--- config.mk ---
export PLATFORM = sky130hd
export DESIGN_NAME = utf8_codepoint_decoder
export DESIGN_NICKNAME = d
export VERILOG_FILES = /design/src/u8cd_pkg.sv /design/src/utf8_codepoint_decoder.sv /design/src/u8cd_front.sv /design/src/u8cd_queue.sv /design/src/u8cd_back.sv
export VERILOG_INCLUDE_DIRS = /design/src /design/src/src
export SDC_FILE = /design/constraint.sdc
export NUM_CORES = 1
export LEC_CHECK = 0
export BUFFER_PORTS_ARGS = -buffer_cell sky130_fd_sc_hd__clkbuf_2
export CORE_ASPECT_RATIO = 1.25
export CORE_MARGIN = 4
export CORE_UTILIZATION = 40
export DETAILED_ROUTE_END_ITERATION = 7
export GPL_TIMING_DRIVEN = 0
export HOLD_SLACK_MARGIN = 0.15
export PLACE_DENSITY = 0.56
export SLEW_MARGIN = 40
export SYNTH_ARGS = -nofsm -noshare
export SYNTH_HDL_FRONTEND = slang
export SYNTH_SLANG_ARGS = --single-unit
--- constraint.sdc ---
create_clock -name clk -period 5.4 [get_ports clk]
set_input_delay 1.08 -clock clk [delete_from_list [all_inputs] [get_ports clk]]
set_output_delay 1.08 -clock clk [all_outputs]
set_load 0.1 [all_outputs]
--- src/utf8_codepoint_decoder_assert.svh ---
// Assertion macros for the UTF-8 decoder. They sample on clk and are held off by rst_n.
`ifndef UTF8_CODEPOINT_DECODER_ASSERT_SVH
`define UTF8_CODEPOINT_DECODER_ASSERT_SVH

// Checked only while out of reset.
`define U8CD_ASSERT(lbl, prop, msg) \
  lbl: assert property (@(posedge clk) disable iff (!rst_n) (prop)) else $error(msg);

// Checked at every edge, reset included.
`define U8CD_ASSERT_ALWAYS(lbl, prop, msg) \
  lbl: assert property (@(posedge clk) (prop)) else $error(msg);

`endif

--- src/u8cd_pkg.sv ---
`timescale 1ns / 1ps
`default_nettype none
package u8cd_pkg;

  localparam int QUEUE_DEPTH_DFLT = 4;
  localparam int CP_W = 31;
  localparam logic [CP_W-1:0] REPLACEMENT = 31'h0000FFFD;

  typedef struct packed {
    logic [7:0] in_byte;
    logic       in_end;
  } in_t;

  typedef struct packed {
    logic [CP_W-1:0] code_point;
    logic            out_last;
  } out_t;

  // One accepted byte's results: cp0 alone, or cp0 then cp1.
  typedef struct packed {
    logic [CP_W-1:0] cp0;
    logic [CP_W-1:0] cp1;
    logic            two;
    logic            last;
  } job_t;

  typedef struct packed {
    logic full;
    logic empty;
  } q_stat_t;

  function automatic logic [2:0] lead_tail(input logic [7:0] b);
    logic [2:0] t;
    unique casez (b)
      8'b110?????: t = 3'd1;
      8'b1110????: t = 3'd2;
      8'b11110???: t = 3'd3;
      8'b111110??: t = 3'd4;
      8'b1111110?: t = 3'd5;
      default:     t = 3'd0;
    endcase
    return t;
  endfunction

endpackage
`default_nettype wire

--- src/utf8_codepoint_decoder.sv ---
`timescale 1ns / 1ps
`default_nettype none
// Streaming UTF-8 decoder: one string byte per transfer in, code points out. A byte is
// taken every cycle while the result queue has room; its decode completes in that cycle
// and its zero, one or two code points go to a QUEUE_DEPTH-entry queue. The output stage
// sends one code point per cycle while out_ready allows, so a byte that yields two results
// takes two output transfers, absorbed by the queue. With the queue empty and the output
// free, the first code point passes through a queue entry and then the output register.
// The last result of a string carries out_last. Cut-off sequences give U+FFFD.
module utf8_codepoint_decoder import u8cd_pkg::*; #(
  parameter int QUEUE_DEPTH = QUEUE_DEPTH_DFLT
) (
  input  wire logic clk,
  input  wire logic rst_n,
  input  wire logic in_valid,
  output logic      in_ready,
  input  wire in_t  in_data,
  output logic      out_valid,
  input  wire logic out_ready,
  output out_t      out_data
);

  logic    push, pop;
  job_t    push_job, head_job;
  q_stat_t q_stat;

  u8cd_front u_front (
    .clk      (clk),
    .rst_n    (rst_n),
    .in_valid (in_valid),
    .in_ready (in_ready),
    .in_data  (in_data),
    .q_stat   (q_stat),
    .push     (push),
    .push_job (push_job)
  );

  u8cd_queue #(.DEPTH(QUEUE_DEPTH)) u_queue (
    .clk      (clk),
    .rst_n    (rst_n),
    .push     (push),
    .push_job (push_job),
    .pop      (pop),
    .head_job (head_job),
    .q_stat   (q_stat)
  );

  u8cd_back u_back (
    .clk       (clk),
    .rst_n     (rst_n),
    .head_job  (head_job),
    .q_stat    (q_stat),
    .pop       (pop),
    .out_valid (out_valid),
    .out_ready (out_ready),
    .out_data  (out_data)
  );

endmodule
`default_nettype wire

--- src/u8cd_front.sv ---
`timescale 1ns / 1ps
`default_nettype none
module u8cd_front import u8cd_pkg::*; (
  input  wire logic    clk,
  input  wire logic    rst_n,
  input  wire logic    in_valid,
  output logic         in_ready,
  input  wire in_t     in_data,
  input  wire q_stat_t q_stat,
  output logic         push,
  output job_t         push_job
);

  logic [CP_W-1:0] part_r, part_nxt;
  logic [2:0]      due_r, due_nxt, due_mid, due_dec, tail;
  logic [7:0]      b;
  logic            accept, lead_emit, e1, e2, e3;
  logic [CP_W-1:0] lead_val, lead_part, v2, shifted;

  assign b        = in_data.in_byte;
  assign in_ready = !q_stat.full;
  assign accept   = in_valid && in_ready;

  always_comb begin
    tail      = lead_tail(b);
    lead_emit = !b[7] || (tail == 3'd0);
    lead_val  = !b[7] ? {23'd0, b} : {25'd0, b[5:0]};
    lead_part = {23'd0, b & (8'h3F >> tail)};
    shifted   = {part_r[CP_W-7:0], b[5:0]};
    due_dec   = due_r - 3'd1;
    e1        = 1'b0;
    e2        = 1'b0;
    v2        = lead_val;
    part_nxt  = part_r;
    due_mid   = due_r;
    if (due_r == 3'd0) begin
      e2 = lead_emit;
      if (!lead_emit) begin
        part_nxt = lead_part;
        due_mid  = tail;
      end
    end else if (b[7:6] == 2'b10) begin
      part_nxt = shifted;
      due_mid  = due_dec;
      e2       = (due_dec == 3'd0);
      v2       = shifted;
    end else begin
      e1      = 1'b1;
      e2      = lead_emit;
      due_mid = 3'd0;
      if (!lead_emit) begin
        part_nxt = lead_part;
        due_mid  = tail;
      end
    end
    e3      = in_data.in_end && (due_mid != 3'd0);
    due_nxt = e3 ? 3'd0 : due_mid;

    push_job.last = in_data.in_end;
    push_job.cp1  = REPLACEMENT;
    if (e1) begin
      push_job.cp0 = REPLACEMENT;
      push_job.cp1 = e2 ? v2 : REPLACEMENT;
      push_job.two = e2 || e3;
    end else if (e2) begin
      push_job.cp0 = v2;
      push_job.two = 1'b0;
    end else begin
      push_job.cp0 = REPLACEMENT;
      push_job.two = 1'b0;
    end
  end

  assign push = accept && (e1 || e2 || e3);

  always_ff @(posedge clk) begin
    if (!rst_n) begin
      due_r  <= 3'd0;
      part_r <= '0;
    end else if (accept) begin
      due_r  <= due_nxt;
      part_r <= part_nxt;
    end
  end

endmodule
`default_nettype wire

--- src/u8cd_queue.sv ---
`timescale 1ns / 1ps
`default_nettype none
module u8cd_queue import u8cd_pkg::*; #(
  parameter int DEPTH = QUEUE_DEPTH_DFLT
) (
  input  wire logic clk,
  input  wire logic rst_n,
  input  wire logic push,
  input  wire job_t push_job,
  input  wire logic pop,
  output job_t      head_job,
  output q_stat_t   q_stat
);

  localparam int AW = $clog2(DEPTH);
  localparam int CW = $clog2(DEPTH + 1);

  job_t          mem [DEPTH];
  logic [AW-1:0] wr_r, rd_r;
  logic [CW-1:0] cnt_r, cnt_nxt;

  assign q_stat.full  = (cnt_r == CW'(DEPTH));
  assign q_stat.empty = (cnt_r == '0);
  assign head_job     = mem[rd_r];
  assign cnt_nxt      = cnt_r + CW'(push) - CW'(pop);

  always_ff @(posedge clk) begin
    if (push) mem[wr_r] <= push_job;
  end

  always_ff @(posedge clk) begin
    if (!rst_n) begin
      wr_r  <= '0;
      rd_r  <= '0;
      cnt_r <= '0;
    end else begin
      if (push) wr_r <= (wr_r == AW'(DEPTH - 1)) ? '0 : wr_r + AW'(1);
      if (pop)  rd_r <= (rd_r == AW'(DEPTH - 1)) ? '0 : rd_r + AW'(1);
      cnt_r <= cnt_nxt;
    end
  end

`include "utf8_codepoint_decoder_assert.svh"

  `U8CD_ASSERT(a_no_overflow, !(push && q_stat.full && !pop), "push into full queue")
  `U8CD_ASSERT(a_no_underflow, !(pop && q_stat.empty), "pop from empty queue")
  `U8CD_ASSERT(a_cnt_step, $past(rst_n) |-> cnt_r == $past(cnt_nxt), "count out of step")

endmodule
`default_nettype wire

--- src/u8cd_back.sv ---
`timescale 1ns / 1ps
`default_nettype none
module u8cd_back import u8cd_pkg::*; (
  input  wire logic    clk,
  input  wire logic    rst_n,
  input  wire job_t    head_job,
  input  wire q_stat_t q_stat,
  output logic         pop,
  output logic         out_valid,
  input  wire logic    out_ready,
  output out_t         out_data
);

  logic out_valid_r, phase_r, load;
  out_t out_data_r;

  assign out_valid = out_valid_r;
  assign out_data  = out_data_r;
  assign load      = !q_stat.empty && (!out_valid_r || out_ready);
  assign pop       = load && (phase_r || !head_job.two);

  always_ff @(posedge clk) begin
    if (!rst_n) begin
      out_valid_r <= 1'b0;
      phase_r     <= 1'b0;
    end else begin
      if (load) begin
        out_valid_r <= 1'b1;
        phase_r     <= !phase_r && head_job.two;
      end else if (out_ready) begin
        out_valid_r <= 1'b0;
      end
    end
  end

  always_ff @(posedge clk) begin
    if (load) begin
      out_data_r.code_point <= phase_r ? head_job.cp1 : head_job.cp0;
      out_data_r.out_last   <= head_job.last && (phase_r || !head_job.two);
    end
  end

endmodule
`default_nettype wire
# Word-level counts from Yosys, hierarchy flattened
# Memories as Yosys holds them, arrays and structs flattened. A register that Yosys moved wholly into a read port is not among the register bits.
# Cells that the tools add are included.
# word_totals
regBits,75
latch_bits,0
elab_cells,80
mem_count,1
romBits,0
mem_bits_rw,256
# mem_list
name,words,word_bits,read_ports,rd_ports_with_merged_regs,wr,line_no,text
u_queue.mem,4,64,1,1,1,u8cd_queue.sv:18,job_t mem [DEPTH];
# classes
n_mux,29
n_lt_le_gt_ge,0
n_reduce_logical,25
shifts,1
eq_ne,9
add_sub_neg,5
div,0
n_bitwise,1
mul,0
# ops
op,n
$mux W31,9
$mux W3,5
$pmux W3 S5,1
$logic_not A3 Y1,4
$mux W1,9
$and A8 B8 Y8,1
$mux W2,4
$shr A6 B3 Y8 const A,1
$eq A7 B7 Y1 const B,1
$logic_and A1 B1 Y1,7
$mux W7,1
$eq A2 B2 Y1 const B,3
$eq A3 B3 Y1 const B,2
$eq A6 B6 Y1 const B,1
$logic_not A1 Y1,6
$logic_or A1 B1 Y1,6
$eq A5 B5 Y1 const B,1
$add A2 B1 Y2 const B,2
$eq A4 B4 Y1 const B,1
$add A3 B1 Y3,1
$reduce_bool A3 Y1,1
$sub A3 B1 Y3,1
$sub A3 B1 Y3 const B,1
$reduce_bool A2 Y1,1

# Longest topological paths before layout
# Gate-level depths: netlist of the first run.
# depth
depth_word,13
depth_mapped,13
mapped_depth_nobuf,13

# By module
# From an unflattened synthesis of the first run, not the netlist that was laid out.
# unflattened
cells_unflattened,685
area_unflattened_um2,13197.7
# by_module_without_submodules
module,area_per_inst_um2,cells_per_inst,seq_area_each_um2,n_inst
u8cd_queue,9768.1,378,7867.5,1
u8cd_front,1843.0,228,560.5,1
u8cd_back,1586.5,79,1001.0,1

# Worst setup path before layout of the first run
# OpenSTA, ideal clock, no wires.
# synth_path
kind,input to register
from,input in_data[8] in the netlist's numbering
to,memory u_queue.mem[0][0] in the netlist's numbering (enable)
required_time_ns,4.971
cell_stages,7
slack_ns,1.326
t_arrival_ns,3.645
n_path_buf,1
cell_sequence,clkbuf_2 nand3_1 a211o_1 o21ai_0 o31ai_2 a21oi_4 and2_1
# synth_between
elab_chain_cells,13
# synth_lines
item,line_no,text
from (decl),utf8_codepoint_decoder.sv:17,"input wire in_t in_data,"
$eq A7 B7 Y1 (tied with other cells),u8cd_pkg.sv:34,unique casez (b)
$pmux W3 S5,u8cd_pkg.sv:34,
$logic_not A3 Y1,u8cd_front.sv:26,lead_emit = !b[7] || (tail == 3'd0);
$logic_or A1 B1 Y1,u8cd_front.sv:26,
$mux W3,u8cd_front.sv:51,if (!lead_emit) begin
$mux W3,u8cd_front.sv:42,end else if (b[7:6] == 2'b10) begin
$mux W3,u8cd_front.sv:36,if (due_r == 3'd0) begin
$reduce_bool A3 Y1,u8cd_front.sv:56,e3 = in_data.in_end && (due_mid != 3'd0);
$logic_and A1 B1 Y1,u8cd_front.sv:56,
$logic_or A1 B1 Y1 *,u8cd_front.sv:74,assign push = accept && (e1 || e2 || e3);
$logic_and A1 B1 Y1 *,u8cd_front.sv:74,
net push,utf8_codepoint_decoder.sv:23,"logic push, pop;"
$mux W1 *,u8cd_queue.sv:28,if (push) mem[wr_r] <= push_job;
$mux W1 (not written as such) *,u8cd_queue.sv:28,
to (decl),u8cd_queue.sv:18,
# The timed path passes the listed nets; every way through them passes the cells marked *.

# Final worst setup path of the first run
# layout_path
from,register u_front.due_r[0]
to,memory u_queue.mem[3][12] in the netlist's numbering (enable)
# layout_between
elab_chain_cells,9
# layout_lines
item,line_no,text
from (decl),u8cd_front.sv:15,"logic [2:0] due_r, due_nxt, due_mid, due_dec, tail;"
from (signal assigned),u8cd_front.sv:81,due_r <= due_nxt;
$sub A3 B1 Y3,u8cd_front.sv:30,due_dec = due_r - 3'd1;
$logic_not A3 Y1 or $mux W3 (tied branches),"u8cd_front.sv:45, u8cd_front.sv:42",
$mux W1 or $mux W3 (tied branches),"u8cd_front.sv:42, u8cd_front.sv:36",
$mux W1 or $reduce_bool A3 Y1 (tied branches),"u8cd_front.sv:36, u8cd_front.sv:56",
$logic_or A1 B1 Y1 or $logic_and A1 B1 Y1 (tied branches),"u8cd_front.sv:74, u8cd_front.sv:56",
$logic_or A1 B1 Y1 *,u8cd_front.sv:74,
$logic_and A1 B1 Y1 *,u8cd_front.sv:74,
net push,utf8_codepoint_decoder.sv:23,
$mux W1 *,u8cd_queue.sv:28,
$mux W1 (not written as such) *,u8cd_queue.sv:28,
# Marks and branches as above.

==> out/metrics.yaml, run 1 <==
synth-seq-cells: 327
rows: 73
synth.yosys.seq_area_share_pct: 73.4
holdWs_ns: 0.494
drc_errors: 0
grt.total_usage_pct: 14.0
area_growth_pct: 16.4
floorplan.initialDensity_pct: 40.4
n_antenna_cell: 0
status: "finished clean"
placed_area_sq_um: 14000
avgSynthCellArea_sq_um: 19.1
relSlewSlack_pct: 50.5
synth.distinct_cells: 57
stdcell_area_sq_um: 15000
fin_crit_sh_pct: 57.8
core_sq_um: 31800
numCtsBuffers: 31
yosys_warnings: 0
crit_chain: "inv_1 -> ha_1 -> or3_4 -> a211oi_4 -> inv_2 -> o211ai_2 -> inv_2 -> a21oi_4 -> and2_4 -> buf_12"
fin_crit_ns: 3.12
vias_per_cell: 4.93
finalHoldViolCount: 0
power.density_nw_per_um2: 520
critPathKind: "reg2reg"
final.setup.tns_ns: 0
grt_overflow: 0
clock_skew_ns: 0.00759
worst-path-buf-inv: 4
drive_above_1_share_pct: 28.2
setup_viol: 0
clk_latency_ns: 0.56
drt-pass1-iter-count: 5
ant_nets: 0
total_power_uw: 7780
dr_wl_met3_microns: 909
grt_pass1_wl_microns: 38400
grt_max_degree: 34
grt_pass1_vias: 6634
p_leak_uw: 0.00493
hold_buffers: 0
layout.cells.most_common: "edfxtp_1"
max_stage_delay_ns: 0.47
place.gp.congestion: 0.782
wl_met2_microns: 12800
cts_sinks: 327
synth_area_sq_um: 12800
clk_path_buf_depth: 3
synth_ff_type: "edfxtp_1"
m1WireLength_microns: 10200
routed_wl_microns: 24400
tightest_slew_ns: 0.743
fin_util_pct: 47.0
clkTransAtPathRegs_ns: 0.06
via_count: 6173
cts_tree: "done"
h-tree-depth: 1
hpwl_microns: 15600
nets: 839
worstSetupStartpointType: "register"
drt-initial-drc-count: 446
cp_max_fo: 27
worstPathArrival_ns: 3.37
post_cts_resized: 0
fillers: 2757
pin_count: 47
die_w_microns: 168
port_buffers: 44
fmax_ghz: 0.321
rsz0062_at_grt: "false"
hold_path.class: "reg2reg"
cp.required_ns: 5.65
final_cell_mix: "edfxtp_1, mux4_2, conb_1"
clock-root-buffer: "clkbuf_16"
antenna_found_initial: 0
regArea_sq_um: 9430
multi_input_area_sq_um: 3380
top_layer: "met4"
wl_per_cell_microns: 19.5
dieArea_sq_um: 35100
slew_viol_final: 0
crit_top_cell: "inv_2"
path_delay_family: "compound AO/OA/AOI/OAI gates"
syn_inst: 671
ir_drop_mv: 0.359
cp-end-kind: "register"
synthArstFlopShare_pct: 0
maxCapViolCount: 0
cts_setup_buffers: 0
die_h_microns: 208
critPathSlowestCell: "a211oi_4"
synth_edf_count: 288
layout make-up:
type | instances | share of cell area, %
repair buffers | 52 | 2.54
well taps | 412 | 3.45
clock buffers | 47 | 6.06
clock inverters | 10 | 0.477
inverters | 24 | 0.619
plain buffers | 34 | 1.20
flip-flops and latches | 327 | 63.1
multi-input cells | 345 | 22.6
sequential cells by signal, summed over array words and instances, names as in the netlist, named ones only:
register and flops:
u_queue.mem 256, u_back.out_data 32, u_front.part_r 25, u_queue.rd_r 2
u_back.phase_r 1, u_front.due_r 3, u_back.out_valid 1, u_queue.cnt_r 3
u_queue.wr_r 2
per-layer routing:
| layer | GRT usage, % | vias up |
|---|---|---|
| met1 | 17.7 | 3155 |
| li1 | - | 2865 |
| met4 | 4.20 | 0 |
| met3 | 1.92 | 42 |
| met5 | 0 | - |
| met2 | 25.2 | 111 |
worst paths after layout:
check,startpoint,end,slack [ns],depth (start not counted)
worst max register to register,u_front.due_r[0],u_queue.mem[3][12],2.28,10
worst min-delay path,u_back.out_valid,u_back.out_valid,0.49,2
worst max-delay path,u_front.due_r[0],u_queue.mem[3][12],2.28,10
worst min register to register,u_back.out_valid,u_back.out_valid,0.49,2
Yosys cell counts (3+ instances only):
cell      number  share of area, %
edfxtp_1     288                67
mux4_2        64                11
dfxtp_1       39               6.1
mux2_2        31               2.7
nor2b_1       31               1.5
a22oi_1       23               1.3
inv_1         22              0.64
and2_1        21               1.0
clkbuf_1      16              0.47
nand2_1       15              0.44
a21o_1        10              0.58
ha_1          10              0.97
nor2_1         9              0.26
buf_2          8              0.31
o21ai_0        7              0.27
a21oi_1        6              0.23
mux2i_1        6              0.47
and2_2         5              0.29
buf_4          5              0.29
or2_2          4              0.19
nand2b_1       3              0.15
nand3_1        3              0.12
or2_1          3              0.15
or3_1          3              0.15
xnor2_1        3              0.20
power breakdown:
part / switching, uW / internal, uW / leakage, uW
sequential: 79.1 / 3160 / 0.00289
combinational: 1730 / 725 / 0.00156
clock: 882 / 1190 / 0.000477
stage by stage:
stage | cells | worst slack (ns)
after floorplan | 730 | 1.33
after global placement | 1186 | -0.374
after detailed placement | 1194 | 1.77
after CTS | 1251 | 2.25
after global routing | 1251 | 2.09
final | 1251 | 2.28
kinds of logic after synthesis:
logic type      after synthesis  synth area share [%]
flops                       327                  73.4
mux                         101                  14.4
compound gates               62                  3.65
simple gates                108                  5.09
xor+xnor                      3                 0.205
fa+ha+maj                    11                  1.13
buf+inv                      58                  2.09
other cells                   1                0.0292
worst reg2reg max path: cells and delay by family, from the launching register on:
family,cells,cell delay [ns]
buffers and inverters,4,0.54
flip-flops,1,0.41
adder cells (fa/ha/maj),1,0.25
AO/OA/AOI/OAI,3,0.82
AND/OR/NAND/NOR,2,0.78
Note: power is estimated with default switching activity, not from simulation.
==> run 2: changes to the inputs <==
--- a/config.mk
+++ b/config.mk
@@ -6,6 +6,7 @@
 export SDC_FILE = /design/constraint.sdc
 export NUM_CORES = 1
 export LEC_CHECK = 0
+export ABC_AREA = 1
 export BUFFER_PORTS_ARGS = -buffer_cell sky130_fd_sc_hd__clkbuf_2
 export CORE_ASPECT_RATIO = 1.25
 export CORE_MARGIN = 4
==> constraint.sdc (replaced) <==
create_clock -name clk -period 2.9 [get_ports clk]
set_input_delay 0.58 -clock clk [delete_from_list [all_inputs] [get_ports clk]]
set_output_delay 0.58 -clock clk [all_outputs]
set_load 0.1 [all_outputs]
==> run 2 against run 1 <==
Area after synthesis up 0.63%. Worst hold slack worse by 0.14 ns. Highest routed layer unchanged. Worst setup slack worse by 2.0 ns. Fmax up 17%. Die area up 0.61%. Critical path depth up 5. Sequential cell count unchanged. Count of clock-buffer cells in the layout down 3. Sequential power up 90%. Largest power group unchanged. Cell count up 34%.
==> out/metrics.yaml, run 2 <==
status: "finished clean"
routed_wl_microns: 31300  # +28%
grt.total_usage_pct: 17.8  # +3.8 points
fmax_ghz: 0.377  # +17%
clk_latency_ns: 0.51  # -0.05 ns
synth_area_sq_um: 12900  # +0.63%
antenna_found_initial: 0  # unchanged
synth.yosys.seq_area_share_pct: 72.9  # -0.46 points
crit_chain: "inv_1 -> ha_1 -> nand2_2 -> nand2_4 -> o22ai_1 -> inv_1 -> nand2_1 -> nor2_1 -> nand2_1 -> nand2_2 -> nand2_4 -> nand2_8 -> nor2_4 -> buf_16 -> buf_8"
synth_common_cells: "edfxtp_1, nor2_1, o21ai_0"
clkTransAtPathRegs_ns: 0.06  # about the same
fin_crit_sh_pct: 91.5  # +34 points
synth_ff_type: "edfxtp_1"
critPathKind: "reg2reg"
synth.most_common_cell: "edfxtp_1"
h-tree-depth: 2  # +1
core_sq_um: 31900  # +0.29%
layout.cells.most_common: "edfxtp_1"
drc_errors: 0  # unchanged
grt_pass1_vias: 8306  # +25%
final.setup.tns_ns: 0  # unchanged
avgSynthCellArea_sq_um: 12.0  # -37%
hold_path.class: "in2reg"
clock_skew_ns: 0.0140  # +0.00637 ns
regMostFlops: "u_queue.mem"
ff2ff_path_depth: 15  # +5
p_leak_uw: 0.00563  # +14%
synthArstFlopShare_pct: 0  # unchanged
endpoint: "u_queue.mem[1][3]"
cts_tree: "done"
cp_max_fo: 16  # -41%
slew_viol_final: 0  # unchanged
final_cell_mix: "edfxtp_1, nor2_1, o21ai_0"
finalWorstSetupSlack_ns: 0.246  # -2.04 ns
clock-root-buffer: "clkbuf_16"
nets: 1266  # +51%
via_count: 8427  # +37%
max_stage_delay_ns: 0.37  # -0.10 ns
yosysTopAreaCellShare_pct: 66.9  # -0.42 points
drt-initial-drc-count: 614  # +38%
r2r_slack_ns: 0.25  # -2.04 ns
place_worst_setup_slack_ns: -0.378  # -2.15 ns
numCtsBuffers: 34  # +9.7%
worstSetupStartpointType: "register"
wl_per_cell_microns: 18.7  # -4.2%
drive_above_1_share_pct: 12.7  # -16 points
n_antenna_cell: 0  # unchanged
relSlewSlack_pct: 48.8  # -1.6 points
regArea_sq_um: 9430  # unchanged
synthTopCellsByArea: "edfxtp_1, nor2_1, dfxtp_1"
rsz0062_at_grt: "false"
critPathSlowestCell: "dfxtp_1"
yosys_warnings: 0  # unchanged
fillers: 2796  # +1.4%
ant_nets: 0  # unchanged
grt_overflow: 0  # unchanged
pin_count: 47  # unchanged
synth_edf_count: 288  # unchanged
synth.distinct_cells: 37  # -35%
rows: 73  # unchanged
multi_input_area_sq_um: 3280  # -2.9%
grt_pass1_wl_microns: 48300  # +26%
hpwl_microns: 21600  # +38%
power.density_nw_per_um2: 1030  # +98%
cp.required_ns: 3.10  # -2.55 ns
drt-pass1-iter-count: 5  # unchanged
worstPathArrival_ns: 2.86  # -0.51 ns
port_buffers: 46  # +4.5%
grt_max_degree: 19  # -44%
holdWs_ns: 0.355  # -0.139 ns
synth-seq-cells: 327  # unchanged
largest_reg_flops: 256  # unchanged
fin_util_pct: 48.3  # +1.2 points
floorplan.initialDensity_pct: 40.6  # +0.14 points
maxCapViolCount: 0  # unchanged
cts_sinks: 327  # unchanged
tightest_slew_ns: 0.767  # +0.0245 ns
reg2reg_to: "u_queue.mem[1][3]"
setup_viol: 0  # unchanged
place.gp.congestion: 0.802  # +2.5%
r2r-start: "u_front.due_r[0]"
die_h_microns: 209  # +0.30%
die_w_microns: 169  # +0.30%
vias_per_cell: 5.04  # +2.1%
clk_path_buf_depth: 3  # unchanged
dieArea_sq_um: 35300  # +0.61%
fin_crit_ns: 2.65  # -0.464 ns
yosysTopAreaCell: "edfxtp_1"
syn_inst: 1077  # +61%
ir_drop_mv: 0.862  # +140%
finalHoldViolCount: 0  # unchanged
cp-end-kind: "register"
startpoint: "u_front.due_r[0]"
area_growth_pct: 19.1
## run 2: cell types whose count changed in the layout (fill, tap and decap cells not counted), moves of 12 or more
cell / delta
clkbuf_1: +12
nor2_1: +267
mux2_2: -31
a31oi_1: +31
buf_8: +14
a22oi_1: -13
nor2b_1: -31
mux4_2: -64
nand2_1: +48
and2_1: -17
o22ai_1: +32
o21ai_0: +130
inv_1: +37
## run 2: power by group
group          switching [uW]  internal (uW)  total, uW
Sequential                168           5970       6140
Combinational            4460           1180       5630
Clock                    1680           2390       4070
## run 2: worst max-delay path, delay by kind of cell (launching register included)
family                   cells  cell delay [ns]
AO/OA/AOI/OAI                1             0.12
AND/OR/NAND/NOR              9             1.06
flip-flops                   1             0.37
adder cells (fa/ha/maj)      1             0.21
buffers and inverters        4             0.57
## run 2: metrics by stage
stage	instances	instance area, sq um	total power, uW
2_1_floorplan	1136	13200	10200
3_3_place_gp	1594	13900	11700
3_5_place_dp	1614	14300	11900
4_1_cts	1671	15400	16000
5_1_grt	1673	15400	16600
6_report	1673	15400	15800
## run 2: area by class of cell
class                           count  share of cell area, %
Inverter                           64                   1.61
Clock inverter                     11                  0.471
Clock buffer                       44                   6.19
Sequential cell                   327                   61.3
Buffer                             59                   1.67
Multi-Input combinational cell    686                   21.3
Timing Repair Buffer               70                   4.13
Tap cell                          412                   3.35
## run 2: how the worst min path moves through the flow
stage	depth (start not counted)	startpoint	end
finish	3	rst_n	u_front.part_r[3]
floorplan	2	u_front.part_r[1]	u_front.part_r[1]
CTS	3	rst_n	u_front.part_r[3]
global placement	2	u_front.due_r[1]	u_front.due_r[1]
detailed placement	2	u_front.due_r[1]	u_front.due_r[1]
global route	3	rst_n	u_front.part_r[3]
## run 2: per-layer routing
layer | wire (microns) | global-route usage [%]
met1 | 13700 | 24.0
met2 | 15600 | 30.5
met3 | 1430 | 2.33
met4 | 624 | 4.84
met5 | 0 | 0
## run 2: cells by family after synthesis
logic type | count (synthesis) | share of synthesized area (%)
buf+inv | 123 | 3.88
xor+xnor | 3 | 0.203
other cells | 1 | 0.0290
simple gates | 374 | 11.6
flops | 327 | 72.9
fa+ha+maj | 11 | 1.12
compound gates | 238 | 10.3
## run 2: timing repair
| action | in CTS | in global routing |
|---|---|---|
| setup endpoints to repair | 21 | 66 |
| hold buffers | 0 | 0 |
| buffers inserted | 2 | 2 |
| pin swaps | 2 | 1 |
| gates resized for setup | 0 | 3 |
